**src/rtl/trw_pkg.sv**
```systemverilog
// ----------------------------------------------------------------------------
// TLS record walk package
// Shared types and constants for the TLS record walk truncation block.
// ----------------------------------------------------------------------------
package trw_pkg;

	// Width of every length, offset and position value.
	localparam int LEN_W = 16;

	// Size of a TLS record header in bytes.
	localparam int HDR_BYTES = 5;

	// Accepted content types span this closed range.
	localparam logic [7:0] TYPE_FIRST    = 8'h14;
	localparam logic [7:0] TYPE_LAST     = 8'h17;
	localparam logic [7:0] TYPE_APP      = 8'h17;
	localparam logic [7:0] VERSION_MAJOR = 8'h03;

	// Item kinds on the input channel.
	localparam logic KIND_START = 1'b0;
	localparam logic KIND_BYTE  = 1'b1;

	typedef enum logic [1:0] {
		DISP_NO_RECORD  = 2'd0,
		DISP_MALFORMED  = 2'd1,
		DISP_NO_APP     = 2'd2,
		DISP_APP_PREFIX = 2'd3
	} disp_t;

	// Header byte expected next.
	typedef enum logic [2:0] {
		HDR_TYPE   = 3'd0,
		HDR_MAJOR  = 3'd1,
		HDR_MINOR  = 3'd2,
		HDR_LEN_HI = 3'd3,
		HDR_LEN_LO = 3'd4
	} hdr_idx_t;

	typedef struct packed {
		logic              kind;
		logic [7:0]        data;
		logic [LEN_W-1:0]  payload_offset;
		logic [LEN_W-1:0]  payload_length;
		logic [LEN_W-1:0]  packet_length;
	} item_t;

	typedef struct packed {
		disp_t             disposition;
		logic [LEN_W-1:0]  cut_len;
	} result_t;

	// Walk state of the packet in progress.
	typedef struct packed {
		hdr_idx_t          hdr_idx;
		logic              in_body;
		logic [LEN_W-1:0]  body_left;
		logic [LEN_W-1:0]  rec_start;
		logic [7:0]        hdr_type;
		logic [LEN_W-1:0]  hdr_len;
		logic              seen_valid;
		logic              decided;
		disp_t             held_disp;
		logic [LEN_W-1:0]  held_len;
	} walk_t;

endpackage

```
**src/rtl/trw_walk.sv**
```systemverilog
// ----------------------------------------------------------------------------
// TLS record walk step
// Next walk state for one payload byte: header checks, body skip and the
// application data decision.
// ----------------------------------------------------------------------------
module trw_walk (
	input  trw_pkg::walk_t                 cur,
	input  logic [7:0]                     byte_in,
	input  logic [trw_pkg::LEN_W-1:0]      pos_next,
	input  logic [trw_pkg::LEN_W-1:0]      keep,
	input  logic [trw_pkg::LEN_W-1:0]      pl_off,
	input  logic [trw_pkg::LEN_W-1:0]      pl_pkt,
	output trw_pkg::walk_t                 nxt
);

	logic                          rec_done;
	logic                          bad_hdr;
	logic [trw_pkg::LEN_W-1:0]     body_dec;
	logic [trw_pkg::LEN_W-1:0]     body_len;
	logic [trw_pkg::LEN_W-1:0]     kept;
	logic [trw_pkg::LEN_W-1:0]     app_len;

	assign body_dec = cur.body_left - trw_pkg::LEN_W'(1);
	assign body_len = {cur.hdr_len[trw_pkg::LEN_W-1:8], byte_in};

	always_comb begin
		nxt      = cur;
		rec_done = 1'b0;
		bad_hdr  = 1'b0;
		kept     = '0;
		app_len  = '0;

		if (cur.in_body) begin
			nxt.body_left = body_dec;
			if (body_dec == '0) begin
				nxt.in_body = 1'b0;
				rec_done    = 1'b1;
			end
		end else begin
			unique case (cur.hdr_idx)
				trw_pkg::HDR_TYPE: begin
					if (byte_in < trw_pkg::TYPE_FIRST || byte_in > trw_pkg::TYPE_LAST) begin
						bad_hdr = 1'b1;
					end else begin
						nxt.hdr_type = byte_in;
						nxt.hdr_idx  = trw_pkg::HDR_MAJOR;
					end
				end
				trw_pkg::HDR_MAJOR: begin
					if (byte_in != trw_pkg::VERSION_MAJOR) begin
						bad_hdr = 1'b1;
					end else begin
						nxt.hdr_idx = trw_pkg::HDR_MINOR;
					end
				end
				trw_pkg::HDR_MINOR: begin
					nxt.hdr_idx = trw_pkg::HDR_LEN_HI;
				end
				trw_pkg::HDR_LEN_HI: begin
					nxt.hdr_len[trw_pkg::LEN_W-1:8] = byte_in;
					nxt.hdr_idx = trw_pkg::HDR_LEN_LO;
				end
				default: begin
					nxt.hdr_len    = body_len;
					nxt.hdr_idx    = trw_pkg::HDR_TYPE;
					nxt.seen_valid = 1'b1;
					nxt.body_left  = body_len;
					if (body_len == '0) begin
						rec_done = 1'b1;
					end else begin
						nxt.in_body = 1'b1;
					end
				end
			endcase
		end

		if (bad_hdr) begin
			nxt.decided   = 1'b1;
			nxt.held_disp = cur.seen_valid ? trw_pkg::DISP_MALFORMED : trw_pkg::DISP_NO_RECORD;
			nxt.held_len  = pl_pkt;
		end

		// A finished application data record ends the walk; any other record
		// moves the record start past it.
		if (rec_done) begin
			if (nxt.hdr_type == trw_pkg::TYPE_APP) begin
				kept          = (nxt.hdr_len < keep) ? nxt.hdr_len : keep;
				app_len       = pl_off + cur.rec_start + trw_pkg::LEN_W'(trw_pkg::HDR_BYTES) + kept;
				nxt.decided   = 1'b1;
				nxt.held_disp = trw_pkg::DISP_APP_PREFIX;
				nxt.held_len  = app_len;
			end else begin
				nxt.rec_start = pos_next;
			end
		end
	end

endmodule

```
**src/rtl/tls_record_walk_truncation.sv**
```systemverilog
// ----------------------------------------------------------------------------
// TLS record walk truncation
// Walks the TLS records of one TCP payload and decides how many bytes of the
// captured packet to keep.
// ----------------------------------------------------------------------------
//
// Channel  Handshake              Payload              Direction
// -------  ---------------------  -------------------  ---------
// item     item_valid/item_stall  trw_pkg::item_t      in
// result   result_valid/stall     trw_pkg::result_t    out
// cfg      cfg_valid/cfg_ready    keep_app_bytes (16)  in
//
// Every item is handled in the cycle it is accepted, so one item per cycle is
// taken while the result side keeps up; each result is registered in the
// output register, or in the skid entry while the output register is held.
// The result register is backed by one skid entry, so an item is still taken
// while a result waits; item_stall rises only once both hold a result.
// Reset clears the walk state, the packet lengths and keep_app_bytes to zero.
// cfg_ready is always high.
// ----------------------------------------------------------------------------
module tls_record_walk_truncation (
	input  logic                          clk,
	input  logic                          arst_n,
	input  logic                          item_valid,
	output logic                          item_stall,
	input  trw_pkg::item_t                item,
	output logic                          result_valid,
	input  logic                          result_stall,
	output trw_pkg::result_t              result,
	input  logic                          cfg_valid,
	output logic                          cfg_ready,
	input  logic [trw_pkg::LEN_W-1:0]     cfg_data
);

	// Configuration register and per-packet lengths.
	logic [trw_pkg::LEN_W-1:0] keep_q;
	logic [trw_pkg::LEN_W-1:0] off_q, off_d;
	logic [trw_pkg::LEN_W-1:0] len_q, len_d;
	logic [trw_pkg::LEN_W-1:0] pkt_q, pkt_d;
	logic [trw_pkg::LEN_W-1:0] pos_q, pos_d;
	logic [trw_pkg::LEN_W-1:0] pos_inc;
	trw_pkg::walk_t            walk_q, walk_d, walk_nx;

	// Result produced by the item in this cycle.
	logic                      res_valid;
	trw_pkg::result_t          res;
	logic [trw_pkg::LEN_W:0]   range_end;

	// Output register and its skid entry.
	logic                      out_valid_q;
	trw_pkg::result_t          out_q;
	logic                      skid_valid_q;
	trw_pkg::result_t          skid_q;

	logic                      item_xfer;
	logic                      out_free;

	assign cfg_ready    = 1'b1;
	assign item_stall   = skid_valid_q;
	assign item_xfer    = item_valid && !skid_valid_q;
	assign out_free     = !out_valid_q || !result_stall;
	assign result_valid = out_valid_q;
	assign result       = out_q;

	assign pos_inc   = pos_q + trw_pkg::LEN_W'(1);
	assign range_end = {1'b0, item.payload_offset} + {1'b0, item.payload_length};

	trw_walk u_walk (
		.cur      (walk_q),
		.byte_in  (item.data),
		.pos_next (pos_inc),
		.keep     (keep_q),
		.pl_off   (off_q),
		.pl_pkt   (pkt_q),
		.nxt      (walk_nx)
	);

	always_comb begin
		walk_d    = walk_q;
		pos_d     = pos_q;
		off_d     = off_q;
		len_d     = len_q;
		pkt_d     = pkt_q;
		res_valid = 1'b0;
		res       = '0;

		if (item_xfer) begin
			if (item.kind == trw_pkg::KIND_START) begin
				// A start drops any packet in progress and restarts the walk.
				walk_d = '0;
				pos_d  = '0;
				pkt_d  = item.packet_length;
				if (range_end > {1'b0, item.packet_length}) begin
					// Payload range reaches past the packet: answer at once
					// and ignore any bytes that still come.
					off_d          = '0;
					len_d          = '0;
					res_valid      = 1'b1;
					res.disposition = trw_pkg::DISP_MALFORMED;
					res.cut_len    = item.packet_length;
				end else if (item.payload_length == '0) begin
					off_d          = '0;
					len_d          = '0;
					res_valid      = 1'b1;
					res.disposition = trw_pkg::DISP_NO_APP;
					res.cut_len    = item.packet_length;
				end else begin
					off_d = item.payload_offset;
					len_d = item.payload_length;
				end
			end else if (pos_q < len_q) begin
				// Bytes past the payload or with no packet open are dropped.
				pos_d = pos_inc;
				if (!walk_q.decided) begin
					walk_d = walk_nx;
				end
				if (pos_inc == len_q) begin
					res_valid = 1'b1;
					if (walk_d.decided) begin
						res.disposition = walk_d.held_disp;
						res.cut_len     = walk_d.held_len;
					end else if (walk_d.hdr_idx == trw_pkg::HDR_TYPE && !walk_d.in_body) begin
						// Payload ended exactly on a record boundary.
						res.disposition = trw_pkg::DISP_NO_APP;
						res.cut_len     = pkt_q;
					end else begin
						// Payload ended inside a header or a body.
						res.disposition = trw_pkg::DISP_MALFORMED;
						res.cut_len     = pkt_q;
					end
				end
			end
		end
	end

	always_ff @(posedge clk or negedge arst_n) begin
		if (!arst_n) begin
			keep_q <= '0;
			walk_q <= '0;
			pos_q  <= '0;
			off_q  <= '0;
			len_q  <= '0;
			pkt_q  <= '0;
		end else begin
			if (cfg_valid && cfg_ready) begin
				keep_q <= cfg_data;
			end
			walk_q <= walk_d;
			pos_q  <= pos_d;
			off_q  <= off_d;
			len_q  <= len_d;
			pkt_q  <= pkt_d;
		end
	end

	// The skid entry fills only while the output register is held; while it
	// is full no item is taken, so it drains into the output register first.
	always_ff @(posedge clk or negedge arst_n) begin
		if (!arst_n) begin
			out_valid_q  <= 1'b0;
			skid_valid_q <= 1'b0;
		end else if (out_free) begin
			if (skid_valid_q) begin
				out_valid_q  <= 1'b1;
				skid_valid_q <= 1'b0;
			end else begin
				out_valid_q <= res_valid;
			end
		end else if (res_valid) begin
			skid_valid_q <= 1'b1;
		end
	end

	always_ff @(posedge clk) begin
		if (out_free) begin
			out_q <= skid_valid_q ? skid_q : res;
		end else if (res_valid) begin
			skid_q <= res;
		end
	end

endmodule
```
**config.mk**
```make
export PLATFORM = sky130hd
export DESIGN_NAME = tls_record_walk_truncation
export DESIGN_NICKNAME = d
export VERILOG_FILES = /design/src/rtl/trw_pkg.sv /design/src/rtl/trw_walk.sv /design/src/rtl/tls_record_walk_truncation.sv
export SDC_FILE = /design/constraint.sdc
export NUM_CORES = 1
export LEC_CHECK = 0
export ABC_AREA = 1
export BUFFER_PORTS_ARGS = -buffer_cell sky130_fd_sc_hd__buf_2
export CAP_MARGIN = 40
export CORE_ASPECT_RATIO = 1.75
export CORE_UTILIZATION = 45
export CTS_BUF_LIST = sky130_fd_sc_hd__clkbuf_16
export CTS_CLUSTER_DIAMETER = 50
export DETAILED_ROUTE_END_ITERATION = 10
export GPL_TIMING_DRIVEN = 0
export PLACE_DENSITY = 0.72
export SYNTH_ARGS = -nofsm -noshare
export SYNTH_HDL_FRONTEND = slang
export SYNTH_HIERARCHICAL = 1
export SYNTH_SLANG_ARGS = --single-unit
```
**constraint.sdc**
```tcl
create_clock -name clk -period 14.65 [get_ports clk]
set_input_delay 1.465 -clock clk [delete_from_list [all_inputs] [get_ports clk]]
set_output_delay 1.465 -clock clk [all_outputs]
set_load 0.05 [all_outputs]
```
======== Yosys cells after proc, flatten, opt, wreduce, memory -nomap -nowiden ========
Cells that the tools add are included.
storage, ports and cells
  logic and storage cells ................. 127
  flip-flop bits (word level) ............. 198
  input port bits ......................... 78
cells by class
  bitwise logic cells ..................... 2
  muxes and demuxes ....................... 58
  reduce and logical (&&, ||, !) cells .... 22
  add/sub/neg operators ................... 6
  eq/ne operators ......................... 13
  magnitude comparators ................... 5
operator list
  operator               number
  $mux 80                6
  $mux 18                9
  $mux 16                9
  $mux 19                3
  $logic_not 16->1       3
  $mux 17                2
  $add 16x16->16         2
  $lt 16x16->1           2
  $mux 25                1
  $mux 8                 3
  $mux 1                 19
  $add 16x16->17         1
  $gt 17x16->1           1
  $add 16x1->16 const B  1
  $add 16x3->16 const B  1
  $eq 16x16->1           1
  $sub 16x1->16 const B  1
  $ne 3x3->1 const B     4
  $pmux 3 s4             1
  $reduce_and 5->1       2
  $mux 3                 3
  $mux 9                 1
  $eq 8x5->1 const B     1
  $gt 8x5->1 const B     1
  18 further kinds       28

======== Longest topological paths before layout ========
Gate-level depths: netlist of the first run.
  depth after elaboration ................. 23
  mapped depth ............................ 38

======== By module ========
The synthesis of the first run kept the hierarchy.
by module, submodules not included
  module                      sequential area each (sq um)  area an instance (sq um)  cells each  times used
  tls_record_walk_truncation  5134.9                        10443.8                   1238        1
  trw_walk                    0.0                           3718.6                    633         1

======== Worst setup path after synthesis of the first run ========
Ideal clock, no wire load.
  kind .................................... input -> register
  start ................................... in item[55] (netlist bit)
  end ..................................... reg out_q, in the netlist result[13] (data pin)
  path slack .............................. 8822 ps
  path buffers ............................ 1
  stages .................................. 29
  arrival time ............................ 5569 ps
  library setup time ...................... 259 ps
  required time ........................... 14391 ps
  path through ............................ o21ai_0 > inv_1 > ha_1 > nand4_1 > a31oi_1 > nor2_1 > nand2_1 > buf_2 > o21ai_0 > fa_1 > inv_1 > ha_1 > ha_1 > inv_1 > fa_1 > inv_1 > a21oi_1 > o21ai_0 > nand2_1 > nand2_1 > nand2_1 > nand2_1 > xor2_1 > nand2_1 > o21ai_0 > nand2_1 > a31oi_1 > a21oi_1 > o21ai_2
RTL lines
  item                    line                               RTL
  start: declaration      tls_record_walk_truncation.sv:26   input trw_pkg::item_t item,
  end signal: assignment  tls_record_walk_truncation.sv:176  out_q <= skid_valid_q ? skid_q : res;
  end: declaration        tls_record_walk_truncation.sv:51   trw_pkg::result_t out_q;

==> results of run 1 <==
==> stage by stage <==
| stage | hold WS, ns | util, % | power, mW | instances | area [um2] |
|---|---|---|---|---|---|
| after detailed placement | 0.4667 | 49.19 | 1.330 | 2359 | 15170 |
| after CTS | 0.4873 | 51.29 | 1.850 | 2391 | 15820 |
| after floorplan | 0.4491 | - | 1.129 | 1871 | 14160 |
| after global routing | 0.4949 | 51.29 | 1.954 | 2391 | 15820 |
| final | 0.4879 | 51.29 | 1.843 | 2391 | 15820 |
| after global placement | 0.4658 | 49.05 | 1.315 | 2357 | 15130 |
==> area by class of cell <==
type	instances	area, um2
timing repair buffer	97	520.5
fill	2989	15020
buffer	69	331.6
clock inverter	15	220.2
multi-input combinational	1324	7640
tap	391	489.2
clock buffer	17	425.4
inverter	280	1056
sequential	198	5135
==> layer usage <==
layer  vias to the layer above  track usage, %  wire, um
li1                       6334               -         -
met1                      6024           29.03     15530
met2                       402           48.19     21280
met3                       125           3.532      1674
met4                         0           17.47      2756
met5                         -               0         0
==> how the worst max path moves through the flow <==
stage,startpoint,end,slack [ns],cells after the start
after detailed placement,walk_q[76],result[13],7.26,33
final,walk_q[76],result[13],7.10,33
after global placement,walk_q[76],result[13],7.34,33
after floorplan,item[55],result[13],8.82,29
after CTS,walk_q[76],result[13],7.23,33
after global routing,walk_q[76],result[13],6.46,33
==> state kept, by name, summed over array words and instances (netlist names), 16 cells and up <==
register	count
walk_q	80
result	18
keep_q	16
skid_q	18
pos_q	16
len_q	16
pkt_q	16
off_q	16
==> tightest hold or removal path, cell delays in order, from the launching register on <==
cell     delay (ns)
dfrtp_1        0.35
nand2_1        0.05
nand2_1        0.05
==> logic make-up (layout without fill, tap and decap cells) <==
kind of cell,Yosys count,after routing
adder cells (fa/ha/maj),112,112
AO/OA/AOI/OAI,360,360
XOR/XNOR,42,42
flip-flops,198,198
AND/OR/NAND/NOR,760,760
buffers and inverters,349,478
multiplexers,49,49
other,1,1
==> synth_stat cells, types with 5 or more instances <==
cell type and number:
nand2_1 489, inv_1 269, o21ai_0 199, dfrtp_1 162, nand3_1 118, ha_1 96
nor2_1 92, a21oi_1 79, clkbuf_1 45, mux2_2 38, edfxtp_1 36, xor2_1 25
a31oi_1 21, o21ai_2 21, xnor2_1 17, fa_1 16, nand4_1 14, buf_2 12
mux2i_1 11, nand2_2 10, o21ai_1 10, nor3_1 9, inv_2 8, nor2_4 8
a22oi_1 7, a21o_1 5, buf_4 5, nand3b_1 5
==> placed cells by master, fill, tap and decap left out, types with 11 or more instances in the layout <==
cell type  count
a21oi_1       79
a31oi_1       21
buf_2        106
clkbuf_1      45
clkbuf_16     17
dfrtp_1      162
edfxtp_1      36
fa_1          16
ha_1          96
inv_1        269
mux2_2        38
mux2i_1       11
nand2_1      489
nand3_1      118
nand4_1       14
nor2_1        92
o21ai_0      199
o21ai_2       21
xnor2_1       17
xor2_1        25
==> power by group through the flow <==
stage               Combinational [mW]  Clock (mW)  Sequential, mW
floorplan                        0.423           0           0.705
global placement                 0.639           0           0.677
detailed placement               0.651           0           0.679
CTS                              0.656       0.525           0.669
global route                     0.732       0.545           0.676
finish                           0.658       0.515           0.670
==> results by group, run 1 <==
Power
  – Comb pwr share: 35.7%
  – Switching power: 0.7413 mW
  – Leak: 7.807 nW
  – Clk pwr share: 28.0%
  – Internal power: 1.102 mW
  – PD cells: 116.5 nW/um2
  – Sw frac: 40.22%
  – Sequential Power Share: 36.3%
  – Max VDD drop: 88.84 uV

Synthesis
  – Synth top area share: 28.62%
  – Multiplexer area fraction after synthesis: 3.799%
  – Post-Synth XOR/XNOR Area: 2.597%
  – Synthesized instance count: 1871
  – Post-synth EDFFs: 36
  – Adder-Cell Fraction of Synth Area: 10.74%
  – Yosys warning count: 6
  – Yosys top cell by area: dfrtp_1
  – Sequential area share after synthesis: 36.26%
  – Number of synthesized register bits: 198
  – Main flop type after synthesis: dfrtp_1
  – Syn Area/Cell: 7.569 um2
  – Largest family of logic cells by synthesized area: simple AND/OR/NAND/NOR gates
  – Net Count, Synth: 2061
  – Synth area leaders: dfrtp_1, nand2_1, ha_1, edfxtp_1, inv_1
  – Compound-Gate Fraction of Synth Area: 14.02%
  – FFs w/ async S/R, synth: 81.82%
  – Netlist Area Pre-Place: 14160 um2
  – Post-synthesis simple-gate area fraction: 22.76%
  – Netlist cell types: 52

Clock tree
  – Root buf cell: clkbuf_16
  – Cts hold-fix bufs: 0
  – Worst-Skew Late Latency: 0.47 ns
  – Clk buf depth: 2
  – Post-CTS sizing: 0
  – Post-CTS Setup Inserts: 0
  – H-tree Lvls: 4
  – Clock-pin slew on the worst setup and hold paths: 0.09 ns
  – CTS tree: yes
  – TritonCTS Sinks: 198
  – Cts bufs inserted: 17

Die
  – Num ports: 99
  – # rows: 85
  – Die Span Y: 236.7 um
  – Die area: 32210 um2
  – Die Wd: 136.1 um
  – Initial Utilization: 45.92%
  – Core footprint: 30840 um2

Critical path
  – Crit-path slowest cell: o21ai_0
  – Crit path largest cell delay: 0.51 ns
  – CP Class: reg -> reg
  – Largest delay share family, worst path: compound AO/OA/AOI/OAI gates
  – R2R Path End: result[13]
  – Max FO, Critical Path: 10
  – Worst path arrival time: 7.89 ns
  – Reg2Reg Depth: 33
  – R2R Setup Slk: 7.10 ns
  – CP bufs+invs: 5
  – Critical R2R Launch: walk_q[76]
  – Worst Setup End Kind: flip-flop
  – Worst Setup Start Kind: flip-flop
  – Req. time, crit path: 14.98 ns
  – CP most frequent cell: nand2_1

Routing
  – DRT Wirelength: 41250 um
  – DRC: 0
  – Post-route ant nets: 0
  – Vias after detailed routing: 12885
  – Via density: 5.389
  – WL per Instance: 17.25 um
  – 1st-iter DRT viols: 905
  – DRT Pass-1 Iters: 6

GRT
  – Total GRT Usage: 26.89%
  – Initial antenna violation count: 0
  – Largest net degree at the start of global routing: 99
  – First-pass GRT wire length: 66230 um
  – Vias in the first global route: 12965
  – GRT Residual Overflow: 0

STA
  – Max Slew Vio Count: 0
  – Final hold vios: 0
  – Slew headroom: 41.43%
  – Worst Skew: 0.01785 ns
  – Final setup fails: 0
  – Crit share post-route: 51.57%
  – RSZ-0062 raised after global routing: false
  – Post-route setup slack: 7.096 ns
  – Worst-Margin Slew: 0.8706 ns
  – Max Clock Freq: 132.4 MHz
  – TNS Setup: 0 ns
  – Minimum clock period: 7.554 ns

Place
  – Post-DP HPWL: 33240 um
  – Place WS: 7.264 ns
  – Placer Congestion: 0.9849
  – Port-buffer cells: 95

Min path
  – Worst Hold Class: reg -> reg
  – WHS Path Cells: 2
  – Worst Hold Launch: off_q[14]
  – Hold Crit Endpoint: off_q[14]

Finish
  – # nets final: 2177
  – Layout cell share with drive strength beyond 1: 12.40%
  – Area Growth Syn to Fin: 11.69%
  – Ant. Diodes: 0

Job
  – Max cap viols: 0

Status
  – Status: finished, final reports clean
(Power assumes the default switching activity.)
==> run 2, diff against run 1 <==
--- a/config.mk
+++ b/config.mk
@@ -14,7 +14,7 @@
 export CTS_CLUSTER_DIAMETER = 50
 export DETAILED_ROUTE_END_ITERATION = 10
 export GPL_TIMING_DRIVEN = 0
-export PLACE_DENSITY = 0.72
+export PLACE_DENSITY = 0.75
 export SYNTH_ARGS = -nofsm -noshare
 export SYNTH_HDL_FRONTEND = slang
 export SYNTH_HIERARCHICAL = 1
==> constraint.sdc (replaced) <==
create_clock -name clk -period 6.09 [get_ports clk]
set_input_delay 0.609 -clock clk [delete_from_list [all_inputs] [get_ports clk]]
set_output_delay 0.609 -clock clk [all_outputs]
set_load 0.05 [all_outputs]
==> run 2 against run 1 <==
  * Via count is 1.4% higher
  * Die area stayed put
  * Worst setup slack worse by 6.9 ns
  * Count of clock-buffer cells in the layout stayed put
  * Clock power is 130% higher
  * Power is 140% higher
==> results by group, run 2 (synthesized netlist as in run 1, its figures left out) <==
GRT
  – Vias in the first global route: 13011 (+0.35%)
  – First-pass GRT wire length: 66830 um (+0.90%)
  – M1 GR Usage: 28.81% (-0.22 points)
  – Total GRT Usage: 27.14% (+0.25 points)
  – Largest net degree at the start of global routing: 92 (-7.1%)
  – Initial antenna violation count: 0 (unchanged)
  – Gr busiest metal: met2
  – Routing usage on met3: 3.811% (+0.28 points)
  – GRT Residual Overflow: 0 (unchanged)
  – Met2 Usage GRT: 48.05% (-0.14 points)

Status
  – Status: finished, final reports clean

Die
  – # rows: 85 (unchanged)
  – Core footprint: 30840 um2 (unchanged)
  – Initial Utilization: 45.92% (unchanged)
  – Num ports: 99 (unchanged)
  – Die area: 32210 um2 (unchanged)
  – Die Span Y: 236.7 um (unchanged)
  – Die Wd: 136.1 um (unchanged)

Place
  – Placed cells: 2359 (unchanged)
  – Port-buffer cells: 95 (unchanged)
  – Post-DP HPWL: 33220 um (about the same)
  – Placer Congestion: 1.011 (+2.6%)

Critical path
  – Reg2Reg Depth: 34 (+3.0%)
  – CP most frequent cell: nand2_1
  – Worst path arrival time: 6.18 ns (-1.71 ns)
  – Critical path depth: 34 (+3.0%)
  – Crit-path slowest cell: fa_1
  – Worst Setup End Kind: flip-flop
  – Worst Setup Start Kind: flip-flop
  – CP bufs+invs: 5 (unchanged)
  – Largest delay share family, worst path: compound AO/OA/AOI/OAI gates
  – Max FO, Critical Path: 10 (unchanged)
  – Critical R2R Launch: walk_q[76]
  – Crit path largest cell delay: 0.49 ns (-0.02 ns)
  – R2R Setup Slk: 0.24 ns (-6.85 ns)
  – R2R Path End: result[13]
  – CP Class: reg -> reg
  – Req. time, crit path: 6.42 ns (-8.56 ns)

Clock tree
  – H-tree Lvls: 4 (unchanged)
  – Root buf cell: clkbuf_16
  – Cts hold-fix bufs: 0 (unchanged)
  – CTS tree: yes
  – Clk buf depth: 2 (unchanged)
  – Worst-Skew Late Latency: 0.47 ns (about the same)
  – Clock-pin slew on the worst setup and hold paths: 0.08 ns (about the same)
  – TritonCTS Sinks: 198 (unchanged)
  – Cts bufs inserted: 17 (unchanged)

Finish
  – # nets final: 2184 (+0.32%)
  – Final Non-Filler Cells: 2398 (+0.29%)
  – Ant. Diodes: 0 (unchanged)
  – Layout cell share with drive strength beyond 1: 14.60% (+2.2 points)
  – Largest reg by FF count: walk_q
  – Core Util, Final: 51.98% (+0.70 points)
  – Max FFs per register: 80 (unchanged)
  – Fillers: 2939 (-1.7%)
  – Area Growth Syn to Fin: 13.21%
  – Commonest non-fill, non-tap cell in the layout: nand2_1
  – Most frequent cells in the layout: nand2_1, inv_1, o21ai_0

STA
  – Final hold vios: 0 (unchanged)
  – Slew headroom: 38.90% (-2.5 points)
  – WHS: 0.1009 ns (-0.3869 ns)
  – Worst-Margin Slew: 0.9082 ns (+0.03762 ns)
  – Minimum clock period: 5.848 ns (-1.706 ns)
  – Max Clock Freq: 171.0 MHz (+29%)
  – Crit share post-route: 96.03% (+44 points)
  – Final setup fails: 0 (unchanged)
  – Max Slew Vio Count: 0 (unchanged)
  – Worst Skew: 0.02014 ns (+0.002290 ns)

Routing
  – WL per Instance: 17.48 um (+1.3%)
  – Vias after detailed routing: 13071 (+1.4%)
  – DRT Wirelength: 41930 um (+1.6%)
  – Via density: 5.451 (+1.1%)
  – Post-route ant nets: 0 (unchanged)
  – DRT Pass-1 Iters: 8 (+2)
  – 1st-iter DRT viols: 896 (-0.99%)
  – DRC: 0 (unchanged)

Power
  – PD cells: 276.7 nW/um2 (+140%)
  – Max VDD drop: 214.6 uV (+140%)
  – Leak: 7.856 nW (+0.63%)
  – Tot Pwr: 4.437 mW (+140%)

Min path
  – Worst Hold Class: in -> async

Job
  – Max cap viols: 0 (unchanged)
## run 2: cell types whose count changed in the layout (fill, tap and decap cells not counted), moves of 3 or more
cell      previous run  this run
buf_4                6        14
a21oi_2              1         7
o21ai_0            199       182
clkbuf_1            45        40
a31oi_2              0         4
a21oi_1             79        73
o21ai_1             10        18
o21ai_2             21        30
a31oi_1             21        17
buf_6                3         6
## run 2: worst max path at each step
stage	start	endpoint
2_1_floorplan	walk_q[76]	result[13]
3_3_place_gp	walk_q[76]	result[13]
3_5_place_dp	walk_q[76]	result[13]
4_1_cts	walk_q[76]	result[13]
5_1_grt	walk_q[76]	result[15]
6_report	walk_q[76]	result[13]
## run 2: metrics by stage
step | TNS, ns | cell area, um2 | worst slack, ns
2_1_floorplan | 0 | 14160 | 0.4891
3_3_place_gp | -24.88 | 15130 | -1.230
3_5_place_dp | -27.43 | 15180 | -1.238
4_1_cts | 0 | 15900 | 0.005253
5_1_grt | -0.006069 | 16030 | -0.006069
6_report | 0 | 16030 | 0.2417
## run 2: per-layer routing
| layer | vias up | routed length [um] | share of wire [%] |
|---|---|---|---|
| met2 | 429 | 21410 | 51 |
| li1 | 6335 | - | - |
| met5 | - | 0 | 0 |
| met3 | 136 | 1775 | 4.2 |
| met1 | 6171 | 15520 | 37 |
| met4 | 0 | 3214 | 7.7 |
## run 2: layout make-up
class                           count  area (um2)  share of cell area, %
Inverter                          280        1062                  6.626
Clock buffer                       17       425.4                  2.653
Buffer                             69       367.9                  2.294
Clock inverter                     15       192.7                  1.202
Multi-Input combinational cell   1324        7784                  48.55
Timing Repair Buffer              104       574.3                  3.582
Sequential cell                   198        5137                  32.04
Tap cell                          391       489.2                  3.051
## run 2: report_power, final
group	switching, mW	total (mW)	internal [mW]
clock	0.633	1.20	0.572
combinational	1.06	1.61	0.553
sequential	0.115	1.62	1.50
## run 2: repair_timing
| action | 4_1_cts | 5_1_grt |
|---|---|---|
| endpoints found under the setup margin | 42 | 24 |
| gates resized for setup | 36 | 38 |
| pin swaps | 1 | 2 |
| buffers inserted | 2 | 5 |
==> run 3, diff against run 2 <==
--- a/config.mk
+++ b/config.mk
@@ -9,6 +9,7 @@
 export BUFFER_PORTS_ARGS = -buffer_cell sky130_fd_sc_hd__buf_2
 export CAP_MARGIN = 40
 export CORE_ASPECT_RATIO = 1.75
+export CORE_MARGIN = 2
 export CORE_UTILIZATION = 45
 export CTS_BUF_LIST = sky130_fd_sc_hd__clkbuf_16
 export CTS_CLUSTER_DIAMETER = 50
==> run 3 against run 2 <==
  * Count of clock-buffer cells in the layout did not move
  * First-iteration DRC count increased by 4.9%
  * Clock power is essentially flat
  * Combinational power barely moved
  * Hold slack got worse by 0.0043 ns
  * Largest power group is now combinational cells
  * Critical endpoint unchanged
  * Fmax shrank 0.76%
  * Routed wire length grew 0.33%
  * Final cell count grew 0.17%
  * Global-route usage fell by 1.3 points
  * Die area is 2.3% higher
  * Sequential share of layout area fell by 0.090 points
  * Critical path type unchanged
==> results by group, run 3 (synthesized netlist as in run 1, its figures left out) <==
Critical path
  – Largest delay share family, worst path: simple AND/OR/NAND/NOR gates
  – Worst path arrival time: 6.22 ns (+0.04 ns)
  – Worst Setup Start Kind: flip-flop
  – CP bufs+invs: 4 (-1)
  – CP most frequent cell: nand2_1
  – Worst Setup End Kind: flip-flop
  – Crit-path slowest cell: fa_1
  – Req. time, crit path: 6.42 ns (about the same)
  – Max FO, Critical Path: 10 (unchanged)
  – Crit path largest cell delay: 0.49 ns (about the same)
  – CP Class: reg -> reg

Finish
  – Layout cell share with drive strength beyond 1: 14.86% (+0.26 points)
  – Final Non-Filler Cells: 2402 (+0.17%)
  – Max FFs per register: 80 (unchanged)
  – Largest reg by FF count: walk_q
  – Most frequent cells in the layout: nand2_1, inv_1, o21ai_0
  – Area Growth Syn to Fin: 13.50%
  – Commonest non-fill, non-tap cell in the layout: nand2_1
  – # nets final: 2183 (-0.046%)
  – Ant. Diodes: 0 (unchanged)

STA
  – Post-route setup slack: 0.1968 ns (-0.04484 ns)
  – TNS Setup: 0 ns (unchanged)
  – Worst-Margin Slew: 0.8858 ns (-0.02239 ns)
  – Slew headroom: 40.80% (+1.9 points)
  – WHS: 0.09664 ns (-0.004294 ns)
  – Final hold vios: 0 (unchanged)
  – Max Slew Vio Count: 0 (unchanged)
  – Worst Skew: 0.01950 ns (-0.0006325 ns)
  – Minimum clock period: 5.893 ns (+0.04485 ns)
  – Final setup fails: 0 (unchanged)
  – Max Clock Freq: 169.7 MHz (-0.76%)
  – Crit share post-route: 96.77% (+0.74 points)

Clock tree
  – Clock-pin slew on the worst setup and hold paths: 0.08 ns (about the same)
  – H-tree Lvls: 4 (unchanged)
  – Root buf cell: clkbuf_16
  – Cts bufs inserted: 17 (unchanged)
  – Clk buf depth: 2 (unchanged)
  – Worst-Skew Late Latency: 0.47 ns (about the same)
  – TritonCTS Sinks: 198 (unchanged)
  – CTS tree: yes

Routing
  – Post-route ant nets: 0 (unchanged)
  – Via density: 5.463 (+0.23%)
  – DRT Pass-1 Iters: 6 (-2)
  – Vias after detailed routing: 13123 (+0.40%)
  – DRC: 0 (unchanged)
  – 1st-iter DRT viols: 940 (+4.9%)
  – WL per Instance: 17.51 um (+0.16%)
  – DRT Wirelength: 42060 um (+0.33%)

Die
  – Num ports: 99 (unchanged)
  – Die Wd: 138.1 um (+1.5%)
  – Initial Utilization: 45.38% (-0.53 points)
  – # rows: 86 (+1.2%)
  – Die area: 32960 um2 (+2.3%)
  – Core footprint: 31200 um2 (+1.2%)
  – Die Span Y: 238.7 um (+0.85%)

Job
  – Max cap viols: 0 (unchanged)

Power
  – Leak: 7.868 nW (+0.16%)
  – Tot Pwr: 4.423 mW (-0.31%)
  – PD cells: 275.2 nW/um2 (-0.57%)
  – Max VDD drop: 232.2 uV (+8.2%)

GRT
  – Total GRT Usage: 25.81% (-1.3 points)
  – Largest net degree at the start of global routing: 90 (-2.2%)
  – Initial antenna violation count: 0 (unchanged)
  – First-pass GRT wire length: 66750 um (-0.11%)
  – Vias in the first global route: 12868 (-1.1%)
  – GRT Residual Overflow: 0 (unchanged)

Status
  – Status: finished, final reports clean

Min path
  – Worst Hold Class: in -> async

Place
  – Port-buffer cells: 95 (unchanged)
  – Post-DP HPWL: 33630 um (+1.2%)
  – Place WS: -1.236 ns (+0.001500 ns)
  – Placed cells: 2364 (+0.21%)
  – Placer Congestion: 0.9728 (-3.8%)
-- run 3: worst register-to-register path: cells and delay by family, from the launching register on --
kind,cells,cell delay (ns)
buffers and inverters,4,0.66
AOI/OAI and AO/OA,8,1.06
adders and majority gates,4,1.49
and+or+nand+nor,15,1.92
DFF,1,0.44
xor gates and xnor gates,1,0.19
-- run 3: path summary, 6_finish.rpt --
check	startpoint	end	slack (ns)	depth (start not counted)
worst max register to register	walk_q[76]	result[13]	0.20	32
worst max-delay path	walk_q[76]	result[13]	0.20	32
worst min register to register	off_q[14]	off_q[14]	0.48	2
min in group clk	cfg_data[3]	keep_q[3]	0.37	2
max in group asynchronous	arst_n	walk_q[79]	5.14	2
worst min-delay path	arst_n	keep_q[9]	0.1	1
-- run 3: through the flow --
| step | utilization (%) | cell area, um2 |
|---|---|---|
| 2_1_floorplan | - | 14160 |
| 3_3_place_gp | 48.50 | 15130 |
| 3_5_place_dp | 48.64 | 15180 |
| 4_1_cts | 50.89 | 15880 |
| 5_1_grt | 51.51 | 16070 |
| 6_report | 51.51 | 16070 |
-- run 3: repair_timing --
action / 4_1_cts / 5_1_grt
setup buffers: 2 / 3
pin swaps: 2 / 6
hold buffers: 0 / 0
endpoints found under the setup margin: 42 / 28
cloned: 0 / 1
resized for setup: 38 / 49
-- run 3: routing by layer --
layer / vias up / global-route usage (%) / routed length [um]
li1: 6344 / - / -
met1: 6134 / 27.33 / 15070
met2: 494 / 47.37 / 21980
met3: 151 / 3.165 / 1991
met4: 0 / 17.97 / 3025
met5: - / 0 / 0
-- run 3: cell type report --
cell class	count	area (um2)
inverter	280	1062
fill	2989	15130
multi-input combinational	1325	7850
clock inverter	15	180.2
clock buffer	17	425.4
sequential	198	5136
timing repair buffer	102	558.0
buffer	69	366.6
tap	396	495.5
-- run 3: power breakdown --
| group | switching (mW) | internal [mW] | leakage [nW] |
|---|---|---|---|
| clock | 0.612 | 0.560 | 0.296 |
| combinational | 1.08 | 0.558 | 5.04 |
| sequential | 0.110 | 1.50 | 2.53 |
